**config.mk**
```make
export PLATFORM = sky130hd
export DESIGN_NAME = rgb2nv12_ram
export DESIGN_NICKNAME = d
export VERILOG_FILES = /design/src/rtl/core/rgb2nv12_ram.sv
export SDC_FILE = /design/constraint.sdc
export NUM_CORES = 2
export LEC_CHECK = 0
export CORE_UTILIZATION = 57
export CTS_CLUSTER_DIAMETER = 150
export DETAILED_ROUTE_END_ITERATION = 7
export DONT_BUFFER_PORTS = 1
export PLACE_DENSITY = 0.81
export SYNTH_ARGS = -nofsm -noshare
export SYNTH_HDL_FRONTEND = slang
export SYNTH_SLANG_ARGS = --single-unit
```
**constraint.sdc**
```tcl
create_clock -name clk -period 3.4 [get_ports clk]
set_input_delay 0.51 -clock clk [delete_from_list [all_inputs] [get_ports clk]]
set_output_delay 0.51 -clock clk [all_outputs]
set_load 0.02 [all_outputs]
```
**src/rtl/core/rgb2nv12_ram.sv**
```systemverilog
`timescale 1ns / 1ps

module rgb2nv12_ram #(
    parameter int WIDTH = 8,
    parameter int DEPTH = 256
) (
    input  logic                     clk,
    input  logic                     we,
    input  logic [$clog2(DEPTH)-1:0] waddr,
    input  logic [WIDTH-1:0]         wdata,
    input  logic                     re,
    input  logic [$clog2(DEPTH)-1:0] raddr,
    output logic [WIDTH-1:0]         rdata
);

    logic [WIDTH-1:0] mem [DEPTH];
    logic [WIDTH-1:0] rdata_reg;

    // One write port, one registered read port
    always_ff @(posedge clk)
    begin
        if (we)
            mem[waddr] <= wdata;
        if (re)
            rdata_reg <= mem[raddr];
    end

    assign rdata = rdata_reg;

endmodule

```
======== Word level (Yosys, flattened, before mapping) ========
Memories as Yosys holds them, arrays and structs flattened. A register that Yosys moved wholly into a read port is not among the register bits.
Index checks and enable logic that the tools add are counted.
storage, ports and cells
  register bits after elaboration ......... 0
  bits in writable memories ............... 2048
  output and inout bits ................... 8
  logic and storage cells ................. 3
  memories kept ........................... 1
cells by class
  multiplexer cells ....................... 2
memories
  name  words  width  rd ports  clocked after Yosys merged registers in  write ports  line  source
  mem   256    8      1         1                                        1            16    logic [WIDTH-1:0] mem [DEPTH];
operators by type and width
  kind               count
  two-way mux 1 bit  2

======== Logic depth before layout (Yosys ltp) ========
  depth in word-level cells ............... 2
  depth in mapped cells ................... 11

======== Worst setup path before layout ========
OpenSTA, ideal clock, no wires.
  kind .................................... in2reg
  from .................................... in raddr[0]
  to ...................................... reg rdata_reg[2], in the netlist rdata[2] (read register of mem) (data pin)
  setup time .............................. 269 ps
  arrival time ............................ 2317 ps
  required time ........................... 3131 ps
  slack ................................... 814 ps
  cell stages on the path ................. 9
  cell sequence ........................... buf_6 -> buf_12 -> buf_8 -> buf_2 -> mux4_2 -> a22oi_1 -> a21oi_1 -> nor4_1 -> nor4_2
RTL lines
  element             line  source
  start: declaration  12    input logic [$clog2(DEPTH)-1:0] raddr,
  end: declaration    17    logic [WIDTH-1:0] rdata_reg;

==> load_flow_metrics.sql <==
INSERT INTO impl_metrics (metric_group, metric, value, unit) VALUES
('timing', 'max-slew-margin-rel', '-1.26', ''),
('final_layout', 'finish.net_count', '3992', ''),
('timing', 'final-hold-violation-count', '0', ''),
('global_routing', 'grt_max_degree', '579', ''),
('synthesis', 'postSynthNetCount', '3760', ''),
('detailed_routing', 'routed-via-count', '40900', ''),
('die', 'top_level_ports', '35', ''),
('timing', 'grt_setup_unrepaired', 'no', ''),
('run_status', 'violated_checks', 'slew limit, setup timing', ''),
('global_routing', 'grtUsageMet1', '0.372', ''),
('critical_path', 'crit_path_max_fanout', '578', ''),
('timing', 'maxSlewViolCount', '479', ''),
('critical_path', 'crit_path_start_kind', 'primary input', ''),
('global_routing', 'number_of_global_route_vias_before_repair', '41300', ''),
('die', 'fp.dieH', '376', 'µm'),
('critical_path', 'required', '3.91', 'ns'),
('power_and_ir_drop', 'total_power', '50.7', 'mW'),
('global_routing', 'grt_util_met3', '0.0692', ''),
('detailed_routing', 'antenna_violating_nets_post_route', '0', ''),
('synthesis', 'postSynthAreaPerCell', '21.3', 'µm²'),
('global_routing', 'initial_antenna_violation_count', '9', ''),
('cts', 'cts.sinks', '2056', ''),
('detailed_routing', 'drtIter0Drc', '6483', ''),
('synthesis', 'synth_warnings', '0', ''),
('critical_path', 'timing.critical_path.slowest_cell_delay', '1.57', 'ns'),
('timing', 'clock_skew', '0.0196', 'ns'),
('final_layout', 'largest_register_ff_count', '2048', ''),
('placement', 'placed_cells', '5614', ''),
('placement', 'number_of_input_and_output_port_buffers_inserted', '0', ''),
('worst_hold_path', 'hold-path-cell-count', '1', ''),
('global_routing', 'met2_usage', '0.447', ''),
('timing', 'timing.fmax', '0.197', 'GHz'),
('global_routing', 'grt_pass1_wl', '284000', 'µm'),
('placement', 'gpl.final_weighted_congestion', '0.871', ''),
('synthesis', 'ys_async_sr_fraction', '0', ''),
('cts', 'ctsHtreeMaxLevel', '4', ''),
('final_layout', 'areaGrowthSynthToFinish', '11.7', '%'),
('final_layout', 'mostFrequentLayoutCell', 'edfxtp_1', ''),
('cts', 'clockBufferDepth', '3', ''),
('placement', 'pre_cts_ws', '-0.166', 'ns'),
('final_layout', 'drive_gt1_frac', '0.243', ''),
('die', 'coreArea', '138000', 'µm²'),
('timing', 'timing.setup.tns', '-10.49', 'ns'),
('die', 'initial_utilization', '0.577', ''),
('global_routing', 'globalRoute.busiestLayer', 'met2', ''),
('placement', 'post_dp_cell_area', '82500', 'µm²'),
('run_status', 'outcome', 'finished with violations', ''),
('cts', 'clk_transition_reported_paths', '0.06', 'ns'),
('synthesis', 'syn_inst', '3733', ''),
('power_and_ir_drop', 'power-per-cell-area', '571', 'nW/µm²'),
('cts', 'cts_bufs_inserted', '191', ''),
('synthesis', 'synth.ff_latch_count', '2056', ''),
('final_layout', 'finished_core_util', '0.644', ''),
('timing', 'min_period_over_period', '1.49', ''),
('detailed_routing', 'drc', '0', ''),
('critical_path', 'slowest_stage', 'mux4_2', ''),
('cts', 'worst_skew_pair_later_pin_latency', '0.82', 'ns'),
('critical_path', 'timing_worst_setup_path_type', 'in -> reg', ''),
('synthesis', 'sequential_area_share_after_synthesis', '0.775', ''),
('synthesis', 'synth_edf_count', '2056', ''),
('timing', 'setup_viol_count_final', '8', ''),
('timing', 'timing.final.ws_setup', '-1.67', 'ns'),
('worst_hold_path', 'hold_class', 'in -> reg', ''),
('synthesis', 'post_synth_main_area_contributors', 'edfxtp_1 78%, mux4_2 13%, mux2i_1 1.7%, nor2_1 1.3%, a22oi_1 1.3%', ''),
('cts', 'tritoncts', 'yes', ''),
('timing', 'final.hold.worst_slack', '0.0526', 'ns'),
('final_layout', 'layout.cells.non_filler', '5970', ''),
('synthesis', 'synthFlopType', 'edfxtp_1', ''),
('final_layout', 'layout.cells.most_common_list', '2056 x edfxtp_1, 454 x mux4_2, 279 x nor2_1', ''),
('die', 'floorplan.die_area', '141000', 'µm²'),
('timing', 'timing.final.crit_period', '5.07', 'ns');
==> per-layer routing <==
| layer | up-vias | routed length, µm |
|---|---|---|
| met2 | 3227 | 96100 |
| met1 | 21000 | 67400 |
| met5 | - | 72 |
| met3 | 601 | 26000 |
| met4 | 10 | 10600 |
| li1 | 16100 | - |
==> power breakdown <==
group | switching (mW) | internal, mW
clock | 9.03 | 11.5
sequential | 0.0671 | 28.0
combinational | 1.24 | 0.917
total | 10.3 | 40.4
==> logic make-up after synthesis <==
| family | Yosys count | synth area share |
|---|---|---|
| flops | 2056 | 0.775 |
| mux | 591 | 0.146 |
| simple gates | 466 | 0.0263 |
| compound gates | 385 | 0.0342 |
| buf+inv | 235 | 0.0183 |
==> synthesized netlist by cell type, types with 21 or more instances <==
cell type,n
a21oi_1,96
a22oi_1,133
buf_1,22
buf_2,31
buf_4,27
buf_6,21
clkbuf_1,111
edfxtp_1,2056
mux2i_1,134
mux4_2,454
nand2_1,33
nand3_1,34
nor2_1,282
nor2b_1,31
nor3_1,22
nor4_1,24
o221ai_1,46
o22ai_1,28
==> worst paths after layout <==
kind	slack, ns	end	startpoint
setup / recovery	-1.67	rdata[6]	raddr[0]
setup reg to reg	0.23	rdata[6]	mem[67][6]
hold reg to reg	1.21	rdata[3]	mem[40][3]
hold / removal	0.05	mem[30][0]	wdata[0]
==> what timing repair did <==
item,4_1_cts,5_1_grt
hold endpoints to repair,2003,654
hold buffers,5,16
resized for setup,0,0
setup buffers,0,0
==> cell type report <==
type                            instances  area (µm²)
Antenna cell                            3        7.51
Clock buffer                          241        5140
Clock inverter                         91         762
Fill cell                            8311       49100
Inverter                                2        7.51
Multi-Input combinational cell       1442       16500
Sequential cell                      2056       61700
Tap cell                             1863        2330
Timing Repair Buffer                  272        2460
Power figures use the tool's default switching activity.
