File: src/rtl/core/rgb2nv12_pkg.sv
`timescale 1ns / 1ps

package rgb2nv12_pkg;

    // Geometry limits and counter widths
    localparam int MAX_WIDTH   = 4096;
    localparam int MAX_HEIGHT  = 4096;
    localparam int DIM_W       = 13;
    localparam int COL_W       = $clog2(MAX_WIDTH);
    localparam int ROW_W       = $clog2(MAX_HEIGHT);
    localparam int STORE_DEPTH = MAX_WIDTH / 2;
    localparam int IDX_W       = $clog2(STORE_DEPTH);

    localparam logic [DIM_W-1:0] MAX_WIDTH_C    = DIM_W'(MAX_WIDTH);
    localparam logic [DIM_W-1:0] MAX_HEIGHT_C   = DIM_W'(MAX_HEIGHT);
    localparam logic [DIM_W-1:0] FRAME_WIDTH_RST  = DIM_W'(640);
    localparam logic [DIM_W-1:0] FRAME_HEIGHT_RST = DIM_W'(480);
    localparam logic [DIM_W-1:0] MIN_DIM        = DIM_W'(2);

    // Register indexes of the configuration port
    localparam int CFG_IDX_W = 1;
    localparam logic [CFG_IDX_W-1:0] REG_FRAME_WIDTH  = 1'b0;
    localparam logic [CFG_IDX_W-1:0] REG_FRAME_HEIGHT = 1'b1;

    // Pixel and line store layout
    localparam int CH_W    = 8;
    localparam int PIX_W   = 3 * CH_W;
    localparam int SUM_W   = CH_W + 1;
    localparam int STORE_W = 3 * SUM_W;

    // Fixed point coefficients, rounded to nearest
    localparam int COEF_FRAC_BITS = 16;
    localparam int COEF_W         = COEF_FRAC_BITS;
    localparam int ACC_W          = COEF_FRAC_BITS + 11;
    localparam longint unsigned FIX_ONE = 64'd1 << COEF_FRAC_BITS;

    localparam logic [COEF_W-1:0] C_Y_R = COEF_W'((257 * FIX_ONE + 500) / 1000);
    localparam logic [COEF_W-1:0] C_Y_G = COEF_W'((504 * FIX_ONE + 500) / 1000);
    localparam logic [COEF_W-1:0] C_Y_B = COEF_W'((98 * FIX_ONE + 500) / 1000);
    localparam logic [COEF_W-1:0] C_U_R = COEF_W'((148 * FIX_ONE + 500) / 1000);
    localparam logic [COEF_W-1:0] C_U_G = COEF_W'((291 * FIX_ONE + 500) / 1000);
    localparam logic [COEF_W-1:0] C_UV  = COEF_W'((439 * FIX_ONE + 500) / 1000);
    localparam logic [COEF_W-1:0] C_V_G = COEF_W'((368 * FIX_ONE + 500) / 1000);
    localparam logic [COEF_W-1:0] C_V_B = COEF_W'((71 * FIX_ONE + 500) / 1000);

    localparam logic [ACC_W-1:0] OFS_Y = ACC_W'(16 * FIX_ONE);
    localparam logic [ACC_W-1:0] OFS_C = ACC_W'(128 * FIX_ONE);

    // Raster position of the item being accepted
    typedef struct packed {
        logic             chroma_col;
        logic             odd_row;
        logic             frame_end;
        logic [IDX_W-1:0] idx;
    } pix_pos_t;

    // Line store write request
    typedef struct packed {
        logic               we;
        logic [IDX_W-1:0]   addr;
        logic [STORE_W-1:0] data;
    } store_wr_t;

    // Even dimension, clamped to 2..max
    function automatic logic [DIM_W-1:0] eff_dim(input logic [DIM_W-1:0] v,
                                                 input logic [DIM_W-1:0] maxv);
        logic [DIM_W-1:0] d;
        d = {v[DIM_W-1:1], 1'b0};
        if (d > maxv)
            d = {maxv[DIM_W-1:1], 1'b0};
        if (d < MIN_DIM)
            d = MIN_DIM;
        return d;
    endfunction

    // Drop fraction, clamp to 0..255
    function automatic logic [CH_W-1:0] fix_sat(input logic [ACC_W-1:0] t);
        logic [CH_W-1:0] res;
        if (t[ACC_W-1])
            res = '0;
        else if (|t[ACC_W-2:COEF_FRAC_BITS+CH_W])
            res = '1;
        else
            res = t[COEF_FRAC_BITS+CH_W-1:COEF_FRAC_BITS];
        return res;
    endfunction

endpackage

File: src/rtl/core/rgb2nv12_raster.sv
`timescale 1ns / 1ps

module rgb2nv12_raster (
    input  logic                                clk,
    input  logic                                rst_n,
    input  logic                                cfg_we,
    input  logic [rgb2nv12_pkg::CFG_IDX_W-1:0]  cfg_index,
    input  logic [rgb2nv12_pkg::DIM_W-1:0]      cfg_data,
    input  logic                                accept,
    input  logic [rgb2nv12_pkg::PIX_W-1:0]      pixel,
    output rgb2nv12_pkg::pix_pos_t              pos,
    output logic [rgb2nv12_pkg::PIX_W-1:0]      left_pixel
);

    import rgb2nv12_pkg::*;

    logic [DIM_W-1:0] frame_width_reg;
    logic [DIM_W-1:0] frame_height_reg;
    logic [COL_W-1:0] col_reg;
    logic [ROW_W-1:0] row_reg;
    logic [PIX_W-1:0] left_reg;
    logic [DIM_W-1:0] w_last;
    logic [DIM_W-1:0] h_last;
    logic             col_end;
    logic             row_end;

    // Last column and row of the current geometry
    assign w_last  = eff_dim(frame_width_reg, MAX_WIDTH_C) - DIM_W'(1);
    assign h_last  = eff_dim(frame_height_reg, MAX_HEIGHT_C) - DIM_W'(1);
    assign col_end = DIM_W'(col_reg) >= w_last;
    assign row_end = DIM_W'(row_reg) >= h_last;

    assign pos.chroma_col = col_reg[0];
    assign pos.odd_row    = row_reg[0];
    assign pos.frame_end  = row_end && col_end;
    assign pos.idx        = col_reg[IDX_W:1];
    assign left_pixel     = left_reg;

    // Configuration registers
    always_ff @(posedge clk or negedge rst_n)
    begin
        if (!rst_n)
        begin
            frame_width_reg  <= FRAME_WIDTH_RST;
            frame_height_reg <= FRAME_HEIGHT_RST;
        end
        else if (cfg_we)
        begin
            unique case (cfg_index)
                REG_FRAME_WIDTH:  frame_width_reg  <= cfg_data;
                REG_FRAME_HEIGHT: frame_height_reg <= cfg_data;
                default: ;
            endcase
        end
    end

    // Raster counters and the even-column pixel of the pair
    always_ff @(posedge clk or negedge rst_n)
    begin
        if (!rst_n)
        begin
            col_reg  <= '0;
            row_reg  <= '0;
            left_reg <= '0;
        end
        else if (accept)
        begin
            if (!col_reg[0])
                left_reg <= pixel;
            if (col_end)
            begin
                col_reg <= '0;
                row_reg <= row_end ? '0 : row_reg + ROW_W'(1);
            end
            else
            begin
                col_reg <= col_reg + COL_W'(1);
            end
        end
    end

endmodule

File: config.mk
export PLATFORM = sky130hd
export DESIGN_NAME = rgb2nv12_raster
export DESIGN_NICKNAME = d
export VERILOG_FILES = /design/src/rtl/core/rgb2nv12_pkg.sv /design/src/rtl/core/rgb2nv12_raster.sv
export SDC_FILE = /design/constraint.sdc
export NUM_CORES = 1
export LEC_CHECK = 0
export ABC_CLOCK_PERIOD_IN_PS = 4400
export BUFFER_PORTS_ARGS = -buffer_cell sky130_fd_sc_hd__buf_4
export CELL_PAD_IN_SITES_DETAIL_PLACEMENT = 0
export CELL_PAD_IN_SITES_GLOBAL_PLACEMENT = 2
export CORE_MARGIN = 2
export CORE_UTILIZATION = 35
export CTS_BUF_LIST = sky130_fd_sc_hd__clkbuf_16
export DETAILED_ROUTE_END_ITERATION = 6
export GPL_TIMING_DRIVEN = 0
export PLACE_DENSITY_LB_ADDON = 0.15
export SLEW_MARGIN = 30
export SYNTH_ARGS = -nofsm -noshare
export SYNTH_HDL_FRONTEND = slang
export SYNTH_SLANG_ARGS = --single-unit
File: constraint.sdc
create_clock -name clk -period 4.4 [get_ports clk]
set_input_delay 0.22 -clock clk [delete_from_list [all_inputs] [get_ports clk]]
set_output_delay 0.22 -clock clk [all_outputs]
set_load 0.05 [all_outputs]
# [Word level (Yosys, flattened, before mapping)]
# Index checks and enable logic that the tools add are counted.
[classes] add_sub_neg=4 magnitude_cmp=6 muxes=6 bitwise=2 reduce_logical=5
[op_table] operator="13-bit two-way mux" n=4
[op_table] operator="12-bit by 13-bit >= comparator with 1-bit output" n=2
[op_table] operator="13-bit greater-than comparator (second input constant)" n=2
[op_table] operator="13-bit by 2-bit < comparator with 1-bit output (second input constant)" n=2
[op_table] operator="13-bit by 1-bit subtractor with 13-bit output (second input constant)" n=2
[op_table] operator="12-bit by 1-bit adder with 12-bit output (second input constant)" n=2
[op_table] operator="12-bit two-way mux" n=2
[op_table] operator="2-bit AND reduction" n=4
[op_table] operator="1-bit inverter" n=2
[op_table] operator="1-bit logical AND" n=1
[totals] ff_bits=74 in_bits=42 output_inout_bits=38 wordCells=28

# [Depth between registers and ports, before layout]
[logic_depth] ltp_word=7 mapped_depth=20 depth_no_buf=17

# [Worst setup path after synthesis]
# No wires, ideal clock.
[synth_path] path_type="flip-flop to output port" start="reg frame_width_reg[5]" end="out pos[11] in the netlist's numbering" arrival_ns=3.647 required_ns=4.180 path_slack_ns=0.533 path_stages_with_launch=19 cell_sequence="dfrtp_1 clkbuf_1 nor4_2 nand2_1 nor2_1 o21ai_0 ha_1 clkbuf_1 a21oi_1 nor2_1 nand2_1 o21ai_0 a211o_1 ha_1 nor2_1 a211oi_1 o31ai_1 and2_1 nor2_1"
[synth_rtl] element="from (decl)" line_no="rgb2nv12_raster.sv:17" source="logic [DIM_W-1:0] frame_width_reg;"
[synth_rtl] element="from (signal assigned)" line_no="rgb2nv12_raster.sv:50" source="REG_FRAME_WIDTH: frame_width_reg <= cfg_data;"
[synth_rtl] element="to (decl)" line_no="rgb2nv12_raster.sv:11" source="output rgb2nv12_pkg::pix_pos_t pos,"

==> metrics.md <==
| Metric | Value |
|---|---|
| Internal cell power | 1.57 mW |
| Cell family with most CP delay | compound AO/OA/AOI/OAI gates |
| Count leader, synth | dfrtp_1 |
| Synth warnings | 0 |
| Endpoint of the worst hold path | frame_width_reg[12] |
| Reg2Reg Depth | 15 |
| Crit path max fanout | 6 |
| First-pass detailed-route iteration total | 4 |
| Final WL | 9.83 mm |
| Synth top area cells | dfrtp_1, mux2_2, ha_1, dfstp_2, nor2_1 |
| Met1 Track Usage GR | 22.8% |
| Final Setup Violations | 0 |
| Fraction of layout cells with a size suffix above 1 | 34.5% |
| GPL Wtd Cong | 0.801 |
| Sequential share of power | 36.6% |
| CP Cell Sequence | or4_4, nand2b_4, nor3_1, o21ai_0, ha_1, o21ai_4, o311a_1, a211oi_1, ha_1, and4_1, o21ai_0, a221o_1, and3_1, nor2_1, buf_4 |
| Unrepaired setup endpoints after global routing | no |
| CP max stage delay | 0.59 ns |
| Worst-Skew Late Latency | 0.34 ns |
| Worst-Margin Slew | 0.649 ns |
| Vias in the first global route | 3261 |
| Net Sw Frac | 36.1% |
| Die Ht | 112 um |
| R2r setup slk | 0.48 ns |
| Clk slew on worst S/H paths | 0.06 ns |
| PnR worst setup slack | 0.310 ns |
| Tot GR Track Use | 16.5% |
| Power Density | 473 nW/um^2 |
| Drt wl/cell | 15.9 um |
| DRC viols | 0 |
| Worst setup SP type | flop |
| Max rail drop VDD | 309 uV |
| DP Wirelength | 7.29 mm |
| Ys flop type | dfrtp_1 |
| Max H-tree Level | 3 |
| Minimum clock period | 4.09 ns |
| Number of flops mapped to enable cells by yosys | 0 |
| Syn avg cell area | 10.6 sq um |
| Fill count | 1102 |
| Gr busiest metal | met2 |
| Finished Cell Area | 5210 sq um |
| Die width | 112 um |
| RR Endpoint | row_reg[8] |
| Area grow syn2layout | 27.9% |
| Ant diodes | 0 |
| CP Depth | 15 |
| Cells after DPL | 604 |
| Clock Sink Count | 72 |
| P_sw | 0.891 mW |
| Initial antenna violation count | 0 |
| Maxcap violations | 0 |
| Highest Clock Rate | 244 MHz |
| Vias | 3224 |
| Root buf cell | clkbuf_16 |
| Placed Area | 4840 sq um |
| Synthesized flop and latch total | 72 |
| Worst hold start | cfg_data[12] |
| Tcrit/Tclk final | 93.0% |
| Async SR Flop Fraction | 100% |
| Crit. End Element | output port |
| Tot Pwr | 2.47 mW |
| Logic gate share of total power | 32.1% |
| I/O pin count | 80 |
| PortBufs | 78 |
| Most instantiated cells after synthesis | dfrtp_1, mux2_2, nor2_1, ha_1, o21ai_0 |
| CTS buffer count | 9 |
| Core Box Area | 11400 sq um |
| Cell Area, Synth | 4070 sq um |
| Die area | 12500 sq um |
| Crit Path Class | flop to output port |
| Total nets after synthesis | 451 |
| RR Startpoint | frame_height_reg[6] |
| Hold Path Depth | 3 |
| Number of nets in the layout | 540 |
| Yosys cell types | 55 |
| GRT met2 Usage | 24.9% |
| Max reg flops | 24 |
| Clock network power share | 31.4% |
| Vias per cell | 5.21 |
| CP max-delay cell | dfstp_2 |
| Synth Instances | 383 |
| Clock Skew | 0.00371 ns |
| Status | completed |
| GRT met3 Usage | 4.68% |
| Max-slew violations | 0 |
| Worst EP arrival | 3.87 ns |
| Initial Utilization | 35.8% |
| Final hold viol count | 0 |
| Hold WC Path Type | input port to flop |
| Part of the Yosys area used for sequential elements | 44.4% |
| Remaining Overflow, GRT | 0 |
| Rows | 39 |
| Buf/Inv on CP | 1 |
| Final core occ | 45.8% |
| Pre-CTS WS | -0.178 ns |
| Largest net degree at the start of global routing | 73 |
| ANT nets after route | 0 |
| Worst endpoint required time | 4.18 ns |
| Pleak | 2.41 nW |
| CTS tree | built |
| Area share of the largest cell type after synthesis | 40.5% |
| Synth area leader | dfrtp_1 |
| Initial DRC count | 75 |
| Clock Path Buffers | 2 |
| Non-filler cells in the finished layout | 619 |
| Relative slew slack | 56.7% |
| First-pass GRT wire length | 16.4 mm |
==> worst min-delay path: cells and delay by family <==
kind / cells / cell delay, ns
AO/OA/AOI/OAI: 1 / 0.06
buffers and inverters: 1 / 0.09
AND/OR/NAND/NOR: 1 / 0.04
==> what timing repair did <==
action | in CTS | in global routing
setup buffers | 0 | 1
pin swaps | 0 | 1
hold buffers | 0 | 1
gates resized for setup | 2 | 8
setup endpoints to repair | 21 | 21
hold endpoints to repair | 0 | 66
==> layout by cell type (no fill, tap or decap), drive strengths merged, types with 6 or more instances in the layout <==
cell type	Yosys	final
xor2	10	10
xnor2	6	6
nor3	7	7
dfrtp	66	66
inv	12	13
clkbuf	9	16
nand2	19	19
a21oi	11	11
and3	10	10
dfstp	6	6
buf	3	82
nor2b	12	12
nand3	12	12
ha	26	26
o21ai	28	28
mux2	47	47
nor2	35	35
a22o	11	11
==> per-stage QoR <==
stage | hold slack [ns] | TNS, ns
detailed placement | 0.418 | -1.95
finish | 0.106 | 0
CTS | 0.0530 | 0
floorplan | -0.0756 | 0
global placement | 0.420 | -2.60
global route | 0.0965 | 0
==> metal layers <==
layer  wire length [um]  vias up
met5                  0        -
met4                138        0
met3                462       12
met2               4400       66
met1               4820     1566
li1                   -     1580
==> cell families (layout without fill, tap and decap cells) <==
| logic type | count (synthesis) | in the layout | synth area share (%) |
|---|---|---|---|
| compound gates | 79 | 79 | 13.4 |
| mux | 48 | 48 | 13.2 |
| buf+inv | 24 | 117 | 2.36 |
| flops | 72 | 72 | 44.4 |
| simple gates | 118 | 118 | 15.1 |
| fa+ha+maj | 26 | 26 | 7.99 |
| xor+xnor | 16 | 16 | 3.44 |
==> worst max-delay path by stage <==
stage	startpoint	to	slack, ns
2_1_floorplan	frame_width_reg[5]	pos[11]	0.53
6_report	frame_height_reg[6]	pos[11]	0.31
3_3_place_gp	frame_width_reg[5]	row_reg[0]	-0.22
5_1_grt	frame_width_reg[6]	pos[11]	0.04
3_5_place_dp	frame_width_reg[5]	row_reg[0]	-0.18
4_1_cts	frame_width_reg[5]	pos[11]	0.02
==> power by group through the flow <==
stage / logic [mW] / registers, mW / clock network (mW)
2_1_floorplan: 0.333 / 1.10 / 0
3_3_place_gp: 0.786 / 0.900 / 0
3_5_place_dp: 0.795 / 0.905 / 0
4_1_cts: 0.800 / 0.898 / 0.801
5_1_grt: 0.858 / 0.925 / 0.827
6_report: 0.791 / 0.901 / 0.773
==> final cells by class <==
| type | instances | area (sq um) | area share, % |
|---|---|---|---|
| buffer | 10 | 45.0 | 0.864 |
| clock buffer | 9 | 225 | 4.32 |
| clock inverter | 6 | 86.3 | 1.66 |
| inverter | 12 | 45.0 | 0.864 |
| multi-input combinational | 287 | 2210 | 42.5 |
| sequential | 72 | 1810 | 34.7 |
| tap | 143 | 179 | 3.43 |
| timing repair buffer | 80 | 607 | 11.6 |
Note: power is estimated with default switching activity, not from simulation.
