File: src/rtl/core/rgb2nv12_pkg.sv
`timescale 1ns / 1ps

package rgb2nv12_pkg;

    // Geometry limits and counter widths
    localparam int MAX_WIDTH   = 4096;
    localparam int MAX_HEIGHT  = 4096;
    localparam int DIM_W       = 13;
    localparam int COL_W       = $clog2(MAX_WIDTH);
    localparam int ROW_W       = $clog2(MAX_HEIGHT);
    localparam int STORE_DEPTH = MAX_WIDTH / 2;
    localparam int IDX_W       = $clog2(STORE_DEPTH);

    localparam logic [DIM_W-1:0] MAX_WIDTH_C    = DIM_W'(MAX_WIDTH);
    localparam logic [DIM_W-1:0] MAX_HEIGHT_C   = DIM_W'(MAX_HEIGHT);
    localparam logic [DIM_W-1:0] FRAME_WIDTH_RST  = DIM_W'(640);
    localparam logic [DIM_W-1:0] FRAME_HEIGHT_RST = DIM_W'(480);
    localparam logic [DIM_W-1:0] MIN_DIM        = DIM_W'(2);

    // Register indexes of the configuration port
    localparam int CFG_IDX_W = 1;
    localparam logic [CFG_IDX_W-1:0] REG_FRAME_WIDTH  = 1'b0;
    localparam logic [CFG_IDX_W-1:0] REG_FRAME_HEIGHT = 1'b1;

    // Pixel and line store layout
    localparam int CH_W    = 8;
    localparam int PIX_W   = 3 * CH_W;
    localparam int SUM_W   = CH_W + 1;
    localparam int STORE_W = 3 * SUM_W;

    // Fixed point coefficients, rounded to nearest
    localparam int COEF_FRAC_BITS = 16;
    localparam int COEF_W         = COEF_FRAC_BITS;
    localparam int ACC_W          = COEF_FRAC_BITS + 11;
    localparam longint unsigned FIX_ONE = 64'd1 << COEF_FRAC_BITS;

    localparam logic [COEF_W-1:0] C_Y_R = COEF_W'((257 * FIX_ONE + 500) / 1000);
    localparam logic [COEF_W-1:0] C_Y_G = COEF_W'((504 * FIX_ONE + 500) / 1000);
    localparam logic [COEF_W-1:0] C_Y_B = COEF_W'((98 * FIX_ONE + 500) / 1000);
    localparam logic [COEF_W-1:0] C_U_R = COEF_W'((148 * FIX_ONE + 500) / 1000);
    localparam logic [COEF_W-1:0] C_U_G = COEF_W'((291 * FIX_ONE + 500) / 1000);
    localparam logic [COEF_W-1:0] C_UV  = COEF_W'((439 * FIX_ONE + 500) / 1000);
    localparam logic [COEF_W-1:0] C_V_G = COEF_W'((368 * FIX_ONE + 500) / 1000);
    localparam logic [COEF_W-1:0] C_V_B = COEF_W'((71 * FIX_ONE + 500) / 1000);

    localparam logic [ACC_W-1:0] OFS_Y = ACC_W'(16 * FIX_ONE);
    localparam logic [ACC_W-1:0] OFS_C = ACC_W'(128 * FIX_ONE);

    // Raster position of the item being accepted
    typedef struct packed {
        logic             chroma_col;
        logic             odd_row;
        logic             frame_end;
        logic [IDX_W-1:0] idx;
    } pix_pos_t;

    // Line store write request
    typedef struct packed {
        logic               we;
        logic [IDX_W-1:0]   addr;
        logic [STORE_W-1:0] data;
    } store_wr_t;

    // Even dimension, clamped to 2..max
    function automatic logic [DIM_W-1:0] eff_dim(input logic [DIM_W-1:0] v,
                                                 input logic [DIM_W-1:0] maxv);
        logic [DIM_W-1:0] d;
        d = {v[DIM_W-1:1], 1'b0};
        if (d > maxv)
            d = {maxv[DIM_W-1:1], 1'b0};
        if (d < MIN_DIM)
            d = MIN_DIM;
        return d;
    endfunction

    // Drop fraction, clamp to 0..255
    function automatic logic [CH_W-1:0] fix_sat(input logic [ACC_W-1:0] t);
        logic [CH_W-1:0] res;
        if (t[ACC_W-1])
            res = '0;
        else if (|t[ACC_W-2:COEF_FRAC_BITS+CH_W])
            res = '1;
        else
            res = t[COEF_FRAC_BITS+CH_W-1:COEF_FRAC_BITS];
        return res;
    endfunction

endpackage

File: src/rtl/core/rgb2nv12_pipe.sv
`timescale 1ns / 1ps

module rgb2nv12_pipe (
    input  logic                                clk,
    input  logic                                rst_n,
    input  logic                                s_axis_tvalid,
    output logic                                s_axis_tready,
    input  logic [rgb2nv12_pkg::PIX_W-1:0]      s_axis_tdata,
    output logic                                m_axis_tvalid,
    input  logic                                m_axis_tready,
    output logic [rgb2nv12_pkg::PIX_W-1:0]      m_axis_tdata,
    output logic                                m_axis_tuser,
    output logic                                m_axis_tlast,
    output logic                                accept,
    input  rgb2nv12_pkg::pix_pos_t              pos,
    input  logic [rgb2nv12_pkg::PIX_W-1:0]      left_pixel,
    output logic                                rd_en,
    output logic [rgb2nv12_pkg::IDX_W-1:0]      rd_addr,
    input  logic [rgb2nv12_pkg::STORE_W-1:0]    rd_data,
    output rgb2nv12_pkg::store_wr_t             store_wr
);

    import rgb2nv12_pkg::*;

    logic go1, go2, go3;

    logic             v1_reg, v2_reg, v3_reg;
    logic [PIX_W-1:0] s1_pix_reg;
    logic [PIX_W-1:0] s1_left_reg;
    pix_pos_t         s1_pos_reg;

    logic [CH_W-1:0]  s2_luma_reg;
    logic             s2_cvalid_reg;
    logic             s2_fend_reg;
    logic [CH_W-1:0]  s2_ar_reg, s2_ag_reg, s2_ab_reg;

    logic [CH_W-1:0]  s3_luma_reg, s3_u_reg, s3_v_reg;
    logic             s3_cvalid_reg, s3_fend_reg;

    logic [CH_W-1:0]  r, g, b;
    logic [SUM_W-1:0] sr, sg, sb;
    logic [SUM_W:0]   qr, qg, qb;
    logic [ACC_W-1:0] luma_acc;
    logic [ACC_W-1:0] u_acc, v_acc;
    logic [ACC_W-1:0] ar_x, ag_x, ab_x;

    // Stall chain: a stage loads when it is empty or its item moves on
    assign go3 = !v3_reg || m_axis_tready;
    assign go2 = !v2_reg || go3;
    assign go1 = !v1_reg || go2;

    assign s_axis_tready = go1;
    assign accept        = s_axis_tvalid && go1;

    // Line store read for the pair above, issued with the accept
    assign rd_en   = accept;
    assign rd_addr = pos.idx;

    // Stage 1: input register
    always_ff @(posedge clk or negedge rst_n)
    begin
        if (!rst_n)
            v1_reg <= 1'b0;
        else if (go1)
            v1_reg <= accept;
    end

    always_ff @(posedge clk)
    begin
        if (accept)
        begin
            s1_pix_reg  <= s_axis_tdata;
            s1_left_reg <= left_pixel;
            s1_pos_reg  <= pos;
        end
    end

    // Horizontal pair sums, vertical averages and luma
    assign r  = s1_pix_reg[CH_W-1:0];
    assign g  = s1_pix_reg[2*CH_W-1:CH_W];
    assign b  = s1_pix_reg[3*CH_W-1:2*CH_W];
    assign sr = SUM_W'(r) + SUM_W'(s1_left_reg[CH_W-1:0]);
    assign sg = SUM_W'(g) + SUM_W'(s1_left_reg[2*CH_W-1:CH_W]);
    assign sb = SUM_W'(b) + SUM_W'(s1_left_reg[3*CH_W-1:2*CH_W]);

    assign qr = (SUM_W+1)'(sr) + (SUM_W+1)'(rd_data[3*SUM_W-1:2*SUM_W]);
    assign qg = (SUM_W+1)'(sg) + (SUM_W+1)'(rd_data[2*SUM_W-1:SUM_W]);
    assign qb = (SUM_W+1)'(sb) + (SUM_W+1)'(rd_data[SUM_W-1:0]);

    assign luma_acc = ACC_W'(C_Y_R) * ACC_W'(r) + ACC_W'(C_Y_G) * ACC_W'(g)
                    + ACC_W'(C_Y_B) * ACC_W'(b) + OFS_Y;

    // Even rows leave their pair sums for the row below
    assign store_wr.we   = v1_reg && go2 && s1_pos_reg.chroma_col && !s1_pos_reg.odd_row;
    assign store_wr.addr = s1_pos_reg.idx;
    assign store_wr.data = {sr, sg, sb};

    // Stage 2 register
    always_ff @(posedge clk or negedge rst_n)
    begin
        if (!rst_n)
            v2_reg <= 1'b0;
        else if (go2)
            v2_reg <= v1_reg;
    end

    always_ff @(posedge clk)
    begin
        if (go2 && v1_reg)
        begin
            s2_luma_reg   <= fix_sat(luma_acc);
            s2_cvalid_reg <= s1_pos_reg.chroma_col && s1_pos_reg.odd_row;
            s2_fend_reg   <= s1_pos_reg.frame_end;
            s2_ar_reg     <= qr[SUM_W:2];
            s2_ag_reg     <= qg[SUM_W:2];
            s2_ab_reg     <= qb[SUM_W:2];
        end
    end

    // Chroma from the 2x2 averages
    assign ar_x  = ACC_W'(s2_ar_reg);
    assign ag_x  = ACC_W'(s2_ag_reg);
    assign ab_x  = ACC_W'(s2_ab_reg);
    assign u_acc = OFS_C + ACC_W'(C_UV) * ab_x - ACC_W'(C_U_R) * ar_x
                 - ACC_W'(C_U_G) * ag_x;
    assign v_acc = OFS_C + ACC_W'(C_UV) * ar_x - ACC_W'(C_V_G) * ag_x
                 - ACC_W'(C_V_B) * ab_x;

    // Stage 3: result register
    always_ff @(posedge clk or negedge rst_n)
    begin
        if (!rst_n)
            v3_reg <= 1'b0;
        else if (go3)
            v3_reg <= v2_reg;
    end

    always_ff @(posedge clk)
    begin
        if (go3 && v2_reg)
        begin
            s3_luma_reg   <= s2_luma_reg;
            s3_cvalid_reg <= s2_cvalid_reg;
            s3_fend_reg   <= s2_fend_reg;
            s3_u_reg      <= s2_cvalid_reg ? fix_sat(u_acc) : '0;
            s3_v_reg      <= s2_cvalid_reg ? fix_sat(v_acc) : '0;
        end
    end

    assign m_axis_tvalid = v3_reg;
    assign m_axis_tdata  = {s3_v_reg, s3_u_reg, s3_luma_reg};
    assign m_axis_tuser  = s3_cvalid_reg;
    assign m_axis_tlast  = s3_fend_reg;

endmodule

File: config.mk
export PLATFORM = sky130hd
export DESIGN_NAME = rgb2nv12_pipe
export DESIGN_NICKNAME = d
export VERILOG_FILES = /design/src/rtl/core/rgb2nv12_pkg.sv /design/src/rtl/core/rgb2nv12_pipe.sv
export SDC_FILE = /design/constraint.sdc
export NUM_CORES = 1
export LEC_CHECK = 0
export ABC_AREA = 1
export ABC_CLOCK_PERIOD_IN_PS = 7000
export BUFFER_PORTS_ARGS = -buffer_cell sky130_fd_sc_hd__buf_2
export CORE_MARGIN = 4
export CORE_UTILIZATION = 40
export CTS_BUF_LIST = sky130_fd_sc_hd__clkbuf_2
export DETAILED_ROUTE_END_ITERATION = 8
export GPL_TIMING_DRIVEN = 0
export PLACE_DENSITY_LB_ADDON = 0.2
export SLEW_MARGIN = 20
export SYNTH_ARGS = -nofsm -noshare
export SYNTH_HDL_FRONTEND = slang
export SYNTH_SLANG_ARGS = --single-unit
File: constraint.sdc
create_clock -name clk -period 7 [get_ports clk]
set_input_delay 0.35 -clock clk [delete_from_list [all_inputs] [get_ports clk]]
set_output_delay 0.35 -clock clk [all_outputs]
set_load 0.05 [all_outputs]
**Word-level counts from Yosys, hierarchy flattened**

Cells that the tools add are included.

- Bitwise logic cells: 1
- Mux-type cells: 3
- Reduce and logical (&&, ||, !) cells: 18
- Multiply operators: 9
- $add $sub $neg: 15

Operators with widths:

| operator | number |
|---|---|
| 15-bit by 8-bit multiplier with 23-bit output (first input constant) | 4 |
| 14-bit by 8-bit multiplier with 22-bit output (first input constant) | 3 |
| 24-bit by 23-bit adder with 25-bit output (first input constant) | 2 |
| 13-bit by 8-bit multiplier with 21-bit output (first input constant) | 2 |
| 9-bit by 9-bit adder with 10-bit output | 3 |
| 26-bit by 21-bit adder with 27-bit output (second input constant) | 1 |
| 8-bit by 8-bit adder with 9-bit output | 3 |
| 26-bit by 22-bit subtractor with 27-bit output | 1 |
| 26-bit by 24-bit subtractor with 27-bit output | 1 |
| 25-bit by 21-bit adder with 26-bit output | 1 |
| 25-bit by 22-bit subtractor with 26-bit output | 1 |
| 25-bit by 23-bit subtractor with 26-bit output | 1 |
| 23-bit by 24-bit adder with 25-bit output | 1 |
| 8-bit two-way mux | 3 |
| 2-bit OR reduction | 5 |
| 1-bit logical AND | 6 |
| 1-bit zero test | 4 |
| 1-bit logical OR | 3 |
| 1-bit NOT | 1 |

- Output and inout port bits: 80
- Flip-flop bits (word level): 125
- Logic and storage cells: 66
- Input port bits: 93

**Depth between registers and ports, before layout**

Gate-level depths: netlist of the first run.

- Depth after elaboration: 6
- Gate-level depth with buffers: 44

**Worst setup path after synthesis of the first run**

OpenSTA, ideal clock, no wires.

- Kind: flip-flop to flip-flop
- From: register s2_ar_reg[0]
- To: register s3_v_reg[0], data pin
- Data arrival time: 7362 ps
- Required time: 6751 ps
- Setup slack: -611 ps
- Stages on the path, launching flop included: 36
- Period minus slack after synthesis: 7611 ps
- Buffers on the path: 0
- Cell sequence: edfxtp_1 -> inv_1 -> ha_1 -> inv_1 -> fa_1 -> inv_1 -> fa_1 -> ha_1 -> a21oi_1 -> o21ai_0 -> o21bai_1 -> xnor2_1 -> ha_1 -> fa_1 -> fa_1 -> inv_1 -> fa_1 -> ha_1 -> a21o_1 -> a21oi_1 -> nand2_1 -> a21oi_1 -> inv_1 -> a21oi_1 -> xor2_1 -> ha_1 -> a21oi_1 -> o21ai_0 -> a21oi_1 -> nand3_4 -> nor2_8 -> nand3_4 -> nand3_2 -> inv_2 -> nand2_1 -> inv_1

- Longest elaborated chain between the ends: 6
- Elaborated cells between the ends (all ways): 7

Ends and longest elaborated chain:

| element | RTL line | RTL |
|---|---|---|
| from (decl) | rgb2nv12_pipe.sv:35 | `logic [CH_W-1:0] s2_ar_reg, s2_ag_reg, s2_ab_reg;` |
| from (signal assigned) | rgb2nv12_pipe.sv:114 | `s2_ar_reg <= qr[SUM_W:2];` |
| 14-bit by 8-bit multiplier with 22-bit output * | rgb2nv12_pipe.sv:126 | `assign v_acc = OFS_C + ACC_W'(C_UV) * ar_x - ACC_W'(C_V_G) * ag_x` |
| 24-bit by 23-bit adder with 25-bit output * | rgb2nv12_pipe.sv:126 |  |
| 25-bit by 23-bit subtractor with 26-bit output * | rgb2nv12_pipe.sv:126 |  |
| 26-bit by 22-bit subtractor with 27-bit output * | rgb2nv12_pipe.sv:127 | `- ACC_W'(C_V_B) * ab_x;` |
| 2-bit OR reduction | rgb2nv12_pkg.sv:81 | `else if (\|t[ACC_W-2:COEF_FRAC_BITS+CH_W])` |
| 8-bit two-way mux | rgb2nv12_pkg.sv:81 |  |
| to (signal assigned) | rgb2nv12_pipe.sv:146 | `s3_v_reg <= s2_cvalid_reg ? fix_sat(v_acc) : '0;` |
| to (decl) | rgb2nv12_pipe.sv:37 | `logic [CH_W-1:0] s3_luma_reg, s3_u_reg, s3_v_reg;` |

Mark *: on every way between the ends. The rest lies on a longest branch, timed or not.
A chain may end at the register's enable or synchronous reset.

**Final worst setup path of the first run**

- From: register s2_ar_reg[6]
- To: register s3_v_reg[4], data pin

The elaborated chain is that of the path after synthesis.

==> metrics.cfg, run 1 <==
[critical_path]
cpMaxStageDelayCell=fa_2
arrival_ns=8.34
r2r_slack_ns=-0.47
cpMostUsedCell=buf_4
worstSetupStartpointType=flop
criticalPathCategory=reg2reg
crit_path_end_kind=flop
slowest_delay_ns=0.61
critPathMaxFanout=5
ff2ff_path_depth=37
crit_start=s2_ar_reg[6]$_DFFE_PP_
r2r-start=s2_ar_reg[6]$_DFFE_PP_
cp.required_ns=7.88
reg2reg_to=s3_v_reg[4]$_SDFFCE_PP0P_
crit_end=s3_v_reg[4]$_SDFFCE_PP0P_

[run_status]
violations=negative setup slack
status=finished, violations left

[synth]
synth_fp_nets=3982
netlist_instances=3056
yosysTopAreaCell=ha_1
synth-seq-cells=125
yosysTopAreaCellShare=0.280
syn_avg_cell_area_um2=8.54
syn_area_um2=26100
ys_types=51
yosysWarnings=0
synth_area_leaders=ha_1, fa_1, edfxtp_1
ys_seq_area_frac=0.143

[placed_design]
placed_cell_area_um2=28300
globalplace.congestion=0.876
post-place-ws_ns=-1.41
io_buffers=172
dp.cells=4086
place_hpwl_um=57400

[job]
drv_cap=0

[sta]
tightest_slew_ns=1.01
finalHoldViolations=0
period_minus_slack_ns=7.47
setup_ws_ns=-0.466
skew_ns=0.0790
rsz0062_at_grt=yes
setup_viol=16
relSlewSlack=0.330
fmax_mhz=134
finalCritPeriodShare=1.07
slew_viol_final=0

[layout]
synthToLayoutAreaGrowth_pct=24.2
final_nets=4452
fill_cells=6183
final_core_util=0.503
fin_area_um2=32400
layout-drive-gt1-share=0.178
final_cells=4397

[clock_tree]
clk_pin_slew_ns=0.26
cts_sinks=125
cts_root_buffer=clkbuf_2
cts_made_buffers=17
cts_tree=built
clock_latency_ns=1.00
cts_buffer_depth=2
htree_levels=4

[global_routing]
antenna_found_initial=1
grtUsageTotal=0.203
grt_pass1_wl_um=113000
grt_pass1_vias=21898
gr-total-overflow=0
grt_max_degree=46

[floorplanning]
dieArea_um2=69400
die_w_um=263
row_count=93
start_util=0.405
die_h_um=263
io_pins=173
core_area_um2=64500

[min_path]
whs_path_depth=2
hold_path.class=in2reg

[routing]
first_pass_iters=6
wirelength_um=70500
drc_errors=0
drt_iter0_drc=873
via_count=21124
final_antenna_net_count=0
wl_per_cell_um=16.0
viasPerCell=4.80

logic make-up (layout without fill, tap and decap cells):
group           after synthesis  in the layout  share of synthesized area
fa+ha+maj                   833            833                      0.471
buf+inv                     776           1258                      0.115
simple gates                740            741                      0.125
compound gates              417            417                     0.0911
xor+xnor                    165            165                     0.0554
flops                       125            125                      0.143
other cells                   0              3                          0
per-layer routing:
layer  up-vias  track usage  share of wire
li1      10774            -              -
met1      9986        0.248           0.43
met2       276        0.374           0.52
met3        88       0.0285          0.030
met4         0       0.0563          0.026
met5         -            0              0
layout make-up:
type,count,area (um^2),share of cell area
Multi-Input combinational cell,2156,20900,0.644
Sequential cell,125,3740,0.115
Timing Repair Buffer,450,3480,0.107
Inverter,752,2850,0.0878
Tap cell,855,1070,0.0330
Buffer,24,176,0.00544
Clock inverter,15,144,0.00444
Clock buffer,17,85.1,0.00262
Antenna cell,3,7.51,0.000232
cells in the final DEF, fill, tap and decap left out, drive strengths merged, types with 7 or more instances in the layout:
cell type    Yosys  routed
o21ai           97      97
o21bai          31      31
xnor2           61      61
a21o            23      23
ha             585     585
nand2          425     425
o31ai            7       7
a21boi          10      10
nor4             8       8
o211ai           7       7
clkbuf           0      17
a31oi           11      11
inv            752     761
nor3            27      27
nor2           145     145
xor2           104     104
a21oi          217     217
dlygate4sd3      0     162
nand4           37      37
edfxtp         122     122
fa             248     248
buf             24     312
nand3           91      92
through the flow:
step	setup TNS [ns]	hold slack (ns)
floorplan	-0.539	0.0544
global placement	-20.75	0.149
detailed placement	-20.47	0.149
CTS	-6.35	0.00257
global route	-9.89	0.0353
finish	-5.44	0.108
cells in the mapped netlist, drive strengths merged:
cell       n
a211oi     4
o31ai      7
xor2     104
or2        2
a211o      1
xnor2     61
fa       248
nand3b     4
o211ai     7
o21a       3
a21o      23
o21bai    31
a22oi      1
buf       24
edfxtp   122
a21oi    217
nand2    425
o211a      2
nor4       8
ha       585
nor2     145
inv      752
and3       1
nor3      27
a21boi    10
o2111ai    3
nand4     37
dfrtp      3
nand3     91
a31oi     11
o21ai     97
what timing repair did:
item                                    4_1_cts  5_1_grt
hold endpoints to repair                    152        0
endpoints found under the setup margin       17       24
resized for setup                           145      133
pin swaps                                    83       98
setup buffers                                74       38
hold buffers                                162        0
cloned                                        1        0
how the worst min path moves through the flow:
stage / start / endpoint / slack, ns
6_report: s_axis_tdata[12] / s1_pix_reg[12]$_DFFE_PP_ / 0.11
2_1_floorplan: rst_n / m_axis_tvalid$_DFFE_PN0P_ / 0.05
3_5_place_dp: rst_n / m_axis_tvalid$_DFFE_PN0P_ / 0.15
5_1_grt: left_pixel[12] / s1_left_reg[12]$_DFFE_PP_ / 0.04
4_1_cts: left_pixel[9] / s1_left_reg[9]$_DFFE_PP_ / 0.003
3_3_place_gp: rst_n / m_axis_tvalid$_DFFE_PN0P_ / 0.15
worst max-delay path, delay by kind of cell, from the launching register on:
kind / cells / cell delay (ns)
buffers and inverters: 15 / 1.75
flip-flops: 1 / 0.46
XOR/XNOR: 1 / 0.20
AO/OA/AOI/OAI: 5 / 0.78
AND/OR/NAND/NOR: 6 / 0.67
adder cells (fa/ha/maj): 10 / 3.58
Power of run 1 is left out: the tool's default activity adds up to more than one toggle a clock period on the data nets, which glitch-free logic cannot reach.
==> inputs of run 2 (changes only) <==
--- a/config.mk
+++ b/config.mk
@@ -8,6 +8,7 @@
 export ABC_AREA = 1
 export ABC_CLOCK_PERIOD_IN_PS = 7000
 export BUFFER_PORTS_ARGS = -buffer_cell sky130_fd_sc_hd__buf_2
+export CORE_ASPECT_RATIO = 0.75
 export CORE_MARGIN = 4
 export CORE_UTILIZATION = 40
 export CTS_BUF_LIST = sky130_fd_sc_hd__clkbuf_2
==> metrics.cfg, run 2 (same netlist as run 1, synthesis figures left out) <==
[floorplanning]
dieArea_um2=69400
die_w_um=303
io_pins=173
start_util=0.407
die_h_um=229
core_area_um2=64100
row_count=80

[layout]
layout_common_cells=inv_1, ha_1, nand2_1, fa_1, a21oi_1
fin_area_um2=32700
regArea_um2=3740
synthToLayoutAreaGrowth_pct=25.2
layout-drive-gt1-share=0.175
final_nets=4475
fill_cells=6159
multi_input_area_um2=20900
final_core_util=0.510
final_common_cell=inv_1

[sta]
slew_viol_final=0
finalCritPeriodShare=1.09
fmax_mhz=131
tightest_slew_ns=1.15
setup_viol=16
setup_ws_ns=-0.635
timing.setup.tns_ns=-7.74
skew_ns=0.0892
rsz0062_at_grt=yes
period_minus_slack_ns=7.63
finalHoldViolations=0
relSlewSlack=0.231

[critical_path]
cp.required_ns=7.77
slowest_delay_ns=0.57
critPathMaxFanout=5
critPathBufInv=9
cpMaxStageDelayCell=edfxtp_1
r2r-start=s2_ar_reg[0]$_DFFE_PP_
reg2reg_to=s3_v_reg[4]$_SDFFCE_PP0P_
worstSetupStartpointType=flop
ff2ff_path_depth=39
arrival_ns=8.40
critPathTopFamily=adder cells
criticalPathCategory=reg2reg
crit_path_end_kind=flop
r2r_slack_ns=-0.63
cpMostUsedCell=inv_2

[placed_design]
io_buffers=172
globalplace.congestion=0.881
placed_cell_area_um2=28400
place_hpwl_um=57300

[global_routing]
grt_max_degree=56
grt_pass1_vias=21282
grtUsageTotal=0.209
antenna_found_initial=2
gr-total-overflow=0
grt_pass1_wl_um=115000

[routing]
drt_iter0_drc=1462
first_pass_iters=6
final_antenna_net_count=0
wl_per_cell_um=16.1
wirelength_um=71200
via_count=21358
drc_errors=0
viasPerCell=4.82

[clock_tree]
cts_made_buffers=17
cts_root_buffer=clkbuf_2
cts_sinks=125
cts_tree=built
clk_pin_slew_ns=0.23
htree_levels=4
cts_buffer_depth=2
clock_latency_ns=1.01

[run_status]
status=finished, violations left
violations=negative setup slack

[job]
drv_cap=0

[min_path]
whs_path_depth=4
hold_path_end=v1_reg$_DFFE_PN0N_
worstHoldStart=s_axis_tvalid
hold_path.class=in2reg

## run 2: cell types whose count changed in the layout (fill, tap and decap cells not counted), sizes merged
cell | previous run | this run
diode | 3 | 4
clkinv | 3 | 6
clkinvlp | 3 | 0
buf | 312 | 320
bufinv | 0 | 2
dlygate4sd3 | 162 | 177
inv | 761 | 759
## run 2: worst max path at each step
stage	depth (start not counted)	startpoint	slack [ns]	endpoint
final	39	s2_ar_reg[0]$_DFFE_PP_	-0.63	s3_v_reg[4]$_SDFFCE_PP0P_
after global routing	39	s2_ar_reg[3]$_DFFE_PP_	-0.91	s3_v_reg[4]$_SDFFCE_PP0P_
after CTS	35	s2_ar_reg[0]$_DFFE_PP_	-0.52	s3_v_reg[4]$_SDFFCE_PP0P_
after detailed placement	37	s2_ar_reg[4]$_DFFE_PP_	-1.32	s3_v_reg[7]$_SDFFCE_PP0P_
after global placement	32	s2_ab_reg[2]$_DFFE_PP_	-1.41	s3_u_reg[6]$_SDFFCE_PP0P_
after floorplan	36	s2_ar_reg[0]$_DFFE_PP_	-0.11	s3_v_reg[6]$_SDFFCE_PP0P_
## run 2: through the flow
stage,hold slack [ns],std cells,setup slack (ns)
2_1_floorplan,0.0544,3056,-0.112
3_3_place_gp,0.150,4089,-1.41
3_5_place_dp,0.149,4093,-1.32
4_1_cts,0.00176,4400,-0.517
5_1_grt,0.0671,4427,-0.912
6_report,0.191,4427,-0.635
## run 2: tightest hold or removal path, stage by stage
cell	delay (ns)
dlygate4sd3_1	0.52
buf_2	0.09
nand2_1	0.09
nand2_1	0.07
## run 2: repair_timing
action / CTS / global route
pin swaps: 80 / 78
setup buffers: 97 / 23
endpoints found under the hold margin: 179 / 0
resized for setup: 146 / 108
gates cloned: 1 / 0
endpoints found under the setup margin: 24 / 24
hold buffers: 177 / 0
## run 2: layout make-up
cell class	count	area share
repair buffers	473	0.112
diodes	4	0.000306
clock buffers	17	0.00261
well taps	861	0.0330
clock inverters	15	0.00544
plain buffers	24	0.00540
multi-input cells	2156	0.640
inverters	752	0.0868
flip-flops and latches	125	0.114
## run 2: metal layers
layer / share of wire / routed length [um] / track usage
met1: 0.50 / 35600 / 0.308
met2: 0.45 / 31700 / 0.330
met3: 0.041 / 2920 / 0.0262
met4: 0.013 / 914 / 0.0390
met5: 0 / 0 / 0
Power of run 2 is left out for the same reason.
